<file path="src/hdl/xtl_pkg.sv">
// Shared types and constants for the XYZ to CIELAB pixel pipeline.
package xtl_pkg;

  localparam int LANES       = 3;
  localparam int COMP_W      = 16;
  localparam int RATIO_W     = 40;
  localparam int RAD_W       = 64;
  localparam int ROOT_W      = 22;
  localparam int LIN_W       = 18;
  localparam int DIV_STAGES  = RATIO_W / 2;
  localparam int CBRT_STAGES = ROOT_W;

  // Cube branch when the Q.24 ratio is above this
  localparam logic [RATIO_W-1:0] THRESH_Q24 = 40'd148579;
  // 16/116 in Q.16
  localparam int OFFSET_Q16 = 9039;
  // Linear segment: 7787 / 256000, and 256000 = 2^11 * 125
  localparam int LIN_MUL    = 7787;
  localparam int RECIP125   = 1073741;
  // Linear lightness: (9033*t + 327680) / 655360, and 655360 = 2^17 * 5
  localparam int L_MUL      = 9033;
  localparam int L_BIAS     = 327680;
  localparam int RECIP5     = 52429;

  typedef enum logic [1:0] {
    REG_WHITE_X = 2'd0,
    REG_WHITE_Y = 2'd1,
    REG_WHITE_Z = 2'd2
  } reg_idx_t;

  // Side data that rides along with each lane through the cube root
  typedef struct packed {
    logic             cube;
    logic [LIN_W-1:0] lin_t;
  } side_t;

endpackage

</file>
<file path="src/hdl/xtl_lab.sv">
// Linear segment, L/a/b arithmetic, saturation and output register.
module xtl_lab (
  input  logic                                        clk,
  input  logic                                        rst,
  input  logic                                        en,
  input  logic                                        in_valid,
  input  logic [xtl_pkg::LANES-1:0][xtl_pkg::ROOT_W-1:0]  root,
  input  xtl_pkg::side_t [xtl_pkg::LANES-1:0]         side,
  output logic                                        out_valid,
  output logic [15:0]                                 lightness,
  output logic signed [15:0]                          red_green,
  output logic signed [15:0]                          yellow_blue,
  output logic                                        clipped
);
  import xtl_pkg::*;

  // Stage 1: linear products
  logic               v1;
  logic [30:0]        p1    [LANES];
  logic [31:0]        ln1;
  logic [ROOT_W-1:0]  root1 [LANES];
  logic               cube1 [LANES];

  // Stage 2: reciprocal multiplies
  logic               v2;
  logic [19:0]        u2    [LANES];
  logic [13:0]        q02   [LANES];
  logic [12:0]        lq2;
  logic [ROOT_W-1:0]  root2 [LANES];
  logic               cube2 [LANES];

  // Stage 3: companded values
  logic               v3;
  logic [ROOT_W-1:0]  f3    [LANES];
  logic [12:0]        lq3;
  logic               cy3;

  // Stage 4: scaled differences
  logic               v4;
  logic [30:0]        na4;
  logic [30:0]        nb4;
  logic [28:0]        lc4;
  logic [12:0]        lq4;
  logic               cy4;

  always_ff @(posedge clk) begin
    if (rst) begin
      v1        <= 1'b0;
      v2        <= 1'b0;
      v3        <= 1'b0;
      v4        <= 1'b0;
      out_valid <= 1'b0;
    end else if (en) begin
      v1        <= in_valid;
      v2        <= v1;
      v3        <= v2;
      v4        <= v3;
      out_valid <= v4;
    end
  end

  // Stage 1
  always_ff @(posedge clk) begin
    if (en) begin
      for (int l = 0; l < LANES; l++) begin
        p1[l]    <= 31'(LIN_MUL) * 31'(side[l].lin_t);
        root1[l] <= root[l];
        cube1[l] <= side[l].cube;
      end
      ln1 <= 32'(L_MUL) * 32'(side[1].lin_t) + 32'(L_BIAS);
    end
  end

  // Stage 2
  logic [40:0] qp [LANES];
  logic [30:0] lp;
  always_comb begin
    for (int l = 0; l < LANES; l++) begin
      qp[l] = 41'(p1[l][30:11]) * 41'(RECIP125);
    end
    lp = 31'(ln1[31:17]) * 31'(RECIP5);
  end

  always_ff @(posedge clk) begin
    if (en) begin
      for (int l = 0; l < LANES; l++) begin
        u2[l]    <= p1[l][30:11];
        q02[l]   <= qp[l][40:27];
        root2[l] <= root1[l];
        cube2[l] <= cube1[l];
      end
      lq2 <= lp[30:18];
    end
  end

  // Stage 3: correct quotient by 125, pick branch
  logic [20:0]       rm   [LANES];
  logic [13:0]       qc   [LANES];
  logic [ROOT_W-1:0] flin [LANES];
  always_comb begin
    for (int l = 0; l < LANES; l++) begin
      rm[l]   = 21'(u2[l]) - 21'(q02[l]) * 21'(125);
      qc[l]   = q02[l] + ((rm[l] >= 21'(125)) ? 14'd1 : 14'd0);
      flin[l] = ROOT_W'(qc[l]) + ROOT_W'(OFFSET_Q16);
    end
  end

  always_ff @(posedge clk) begin
    if (en) begin
      for (int l = 0; l < LANES; l++) begin
        f3[l] <= cube2[l] ? root2[l] : flin[l];
      end
      lq3 <= lq2;
      cy3 <= cube2[1];
    end
  end

  // Stage 4
  logic [30:0] da;
  logic [30:0] db;
  always_comb begin
    da = 31'(f3[0]) - 31'(f3[1]);
    db = 31'(f3[1]) - 31'(f3[2]);
  end

  always_ff @(posedge clk) begin
    if (en) begin
      na4 <= da * 31'(125) + 31'(256);
      nb4 <= db * 31'(25) + 31'(128);
      lc4 <= 29'(f3[1]) * 29'(116) + 29'(128);
      lq4 <= lq3;
      cy4 <= cy3;
    end
  end

  // Stage 5: shift, saturate, hold for the consumer
  logic signed [30:0] an;
  logic signed [30:0] bn;
  logic signed [21:0] lcs;
  logic [15:0]        l_o;
  logic [15:0]        a_o;
  logic [15:0]        b_o;
  logic               clip;
  always_comb begin
    an   = $signed(na4) >>> 9;
    bn   = $signed(nb4) >>> 8;
    lcs  = $signed({1'b0, lc4[28:8]}) - 22'sd4096;
    clip = 1'b0;
    if (cy4) begin
      if (lcs < 0) begin
        l_o  = 16'd0;
        clip = 1'b1;
      end else if (lcs > 22'sd65535) begin
        l_o  = 16'hFFFF;
        clip = 1'b1;
      end else begin
        l_o = lcs[15:0];
      end
    end else begin
      l_o = 16'(lq4);
    end
    if (an > 31'sd32767) begin
      a_o  = 16'h7FFF;
      clip = 1'b1;
    end else if (an < -31'sd32768) begin
      a_o  = 16'h8000;
      clip = 1'b1;
    end else begin
      a_o = an[15:0];
    end
    if (bn > 31'sd32767) begin
      b_o  = 16'h7FFF;
      clip = 1'b1;
    end else if (bn < -31'sd32768) begin
      b_o  = 16'h8000;
      clip = 1'b1;
    end else begin
      b_o = bn[15:0];
    end
  end

  always_ff @(posedge clk) begin
    if (en) begin
      lightness   <= l_o;
      red_green   <= a_o;
      yellow_blue <= b_o;
      clipped     <= clip;
    end
  end

endmodule

</file>
<file path="config.mk">
export PLATFORM = sky130hd
export DESIGN_NAME = xtl_lab
export DESIGN_NICKNAME = d
export VERILOG_FILES = /design/src/hdl/xtl_pkg.sv /design/src/hdl/xtl_lab.sv
export SDC_FILE = /design/constraint.sdc
export NUM_CORES = 2
export LEC_CHECK = 0
export BUFFER_PORTS_ARGS = -buffer_cell sky130_fd_sc_hd__buf_2
export CAP_MARGIN = 10
export CORE_ASPECT_RATIO = 1.2
export CORE_MARGIN = 3
export CORE_UTILIZATION = 60
export DETAILED_ROUTE_END_ITERATION = 8
export HOLD_SLACK_MARGIN = 0.12
export PLACE_DENSITY = 0.83
export SLEW_MARGIN = 40
export SYNTH_ARGS = -nofsm -noshare
export SYNTH_HDL_FRONTEND = slang
export SYNTH_SLANG_ARGS = --single-unit
</file>
<file path="constraint.sdc">
create_clock -name clk -period 11 [get_ports clk]
set_clock_uncertainty 0.1 [all_clocks]
set_input_delay 2.2 -clock clk [delete_from_list [all_inputs] [get_ports clk]]
set_output_delay 2.2 -clock clk [all_outputs]
set_load 0.01 [all_outputs]
</file>
==> flow_summary.toml <==
[run_status]
outcome = "complete, no violations"

[critical_path]
critPathBufInv = 5
cp_max_fo = 7
cp_common_cell = "inv_1"
slowest_delay_ps = 550
path_class = "reg2reg"
cp.required_ps = 11300
cp.arrival_ps = 8860
crit_slowest_cell = "fa_1"
endpoint_kind = "register"
cp-start-kind = "register"
critPathTopFamily = "adder cells"

[placed_design]
dp_hpwl_um = 132000
place_congestion = 0.924
placed_area_um2 = 79800
io_buffers = 176

[sta]
rsz0062_at_grt = "no"
slew_headroom_pct = 49.7
worst_slew_pin_slew_ps = 755
finalCritPeriodShare_pct = 77.8
min_period_ps = 8550
final-max-slew-violation-count = 0
setup_viol = 0
hold_viol = 0
max_freq_mhz = 117
setup_tns_ps = 0

[synth]
synthFlopType = "edfxtp_1"
syn_area_per_cell_um2 = 10.8
synthesis.area_um2 = 76800
synth-seq-area-share_pct = 21.1
async_flop_share_pct = 0
syn_inst = 7094
synth_top_area_share_pct = 26.9
synth-edff-count = 536
ys_seq_elements = 541
ys_warn_count = 0
yosysTopAreaCell = "ha_1"
synth_area_leaders = "ha_1, fa_1, edfxtp_1"
synth_common_cells = "inv_1, ha_1, fa_1"
synth_nets = 9882
ys_types = 96
yosysMostFrequentCell = "inv_1"

[floorplanning]
die_area_um2 = 132000
io_pins = 177
start_util_pct = 60.5
die-width_um = 333
die_h_um = 398
floorplan.rows = 143
core_um2 = 127000

[job]
drv_cap = 0

[clock_tree]
post_cts_resized = 0
cts.sinks = 541
cts_tree = "yes"
postCtsSetupBuffers = 0
cts_buffers = 58
clock_path_buffers = 3
cts_max_level = 2
cts_root_buf = "clkbuf_16"
ctsHoldBuffers = 0
clkLatencyLatePin_ps = 680
clk_pin_slew_ps = 60

[detailed_routing]
totalWireLength_um = 156000
drcViolationCount = 0
drtIter0Drc = 2381
first_pass_iters = 6
viasPerCell = 5.46
dr_total_vias = 49305
wl_per_cell_um = 17.3
ant_nets = 0

[cells_and_area]
fillerInstances = 9282
post-route-util_pct = 64.5
final_nets = 10098
final_layout_size_suffix_gt1_share_pct = 4.59
area_growth_pct = 6.63
design_area_um2 = 81900

[global_route]
grt_pass1_vias = 53662
grt_antenna_before_repair = 9
grt_pass1_wl_um = 262000
grt_usage_pct = 24.4
grt_max_degree = 161
grt_overflow = 0

[worst_hold_path]
min_path_type = "reg2reg"
[sequential cells by signal (all words and copies together) (netlist names), 13 cells and up]
register	flops
f3	66
nb4	22
lq2	13
u2	60
lightness	16
lq4	13
na4	22
yellow_blue	16
p1	60
ln1	15
root2	66
q02	42
lq3	13
root1	66
red_green	16
lc4	21
[cells in the final DEF (no fill, tap or decap), types with 77 or more instances in the layout]
master | netlist | final
fa_1 | 1011 | 1011
ha_1 | 1650 | 1650
a21o_1 | 99 | 99
o21ai_0 | 159 | 159
xor2_1 | 83 | 83
xnor2_1 | 240 | 240
a21oi_1 | 175 | 173
nor2_1 | 253 | 253
nor3_1 | 80 | 80
nand2_1 | 158 | 158
o21a_1 | 77 | 77
inv_1 | 1909 | 1909
buf_2 | 0 | 175
edfxtp_1 | 536 | 536
[area by class of cell]
cell class | count | area [um^2] | area share, %
Clock inverter | 45 | 497 | 0.607
Sequential cell | 541 | 16200 | 19.8
Multi-Input combinational cell | 4612 | 53300 | 65.1
Tap cell | 1667 | 2090 | 2.55
Timing Repair Buffer | 188 | 1090 | 1.34
Antenna cell | 5 | 12.5 | 0.0153
Inverter | 1909 | 7170 | 8.75
Clock buffer | 63 | 1500 | 1.83
[worst reg2reg max path, delay by kind of cell (launching register included)]
family,cells,cell delay (ps)
simple gates,6,990
flops,1,530
mux,1,230
xor+xnor,1,140
fa+ha+maj,8,3310
buf+inv,5,440
compound gates,12,2540
[stage by stage]
step / worst slack (ps) / std cells / hold slack [ps]
6_report: 2450 / 9030 / 295
5_1_grt: 1740 / 9026 / 310
4_1_cts: 2480 / 9024 / 303
3_5_place_dp: 2540 / 8916 / 305
3_3_place_gp: 2680 / 8912 / 301
2_1_floorplan: 3370 / 7094 / 300
[logic make-up (layout without fill, tap and decap cells)]
group | after synthesis | after routing | synth area share [%]
other | 1 | 6 | 0.00488
adders and majority gates | 2661 | 2661 | 53.3
and+or+nand+nor | 819 | 819 | 5.26
DFF | 541 | 541 | 21.1
buffers and inverters | 1941 | 2205 | 9.50
AOI/OAI and AO/OA | 784 | 784 | 6.87
muxes | 23 | 23 | 0.305
xor gates and xnor gates | 324 | 324 | 3.71
[per-layer routing]
| layer | up-vias | wire length [um] | GRT usage, % |
|---|---|---|---|
| met3 | 330 | 6690 | 2.77 |
| met1 | 24458 | 64000 | 30.5 |
| met5 | - | 34 | 0 |
| li1 | 23473 | - | - |
| met4 | 4 | 5720 | 8.33 |
| met2 | 1040 | 79700 | 43.9 |
[worst paths after layout]
check,slack (ps),startpoint,to,depth (start not counted)
worst min register to register,290,lq3[12],lq4[12],0
worst min-delay path,290,lq3[12],lq4[12],0
worst max register to register,2450,q02[0][21],f3[0][34],33
worst max-delay path,2450,q02[0][21],f3[0][34],33
Power is not shown: default switching activity piles up to over one toggle a cycle in this logic, so the estimate is an artifact.
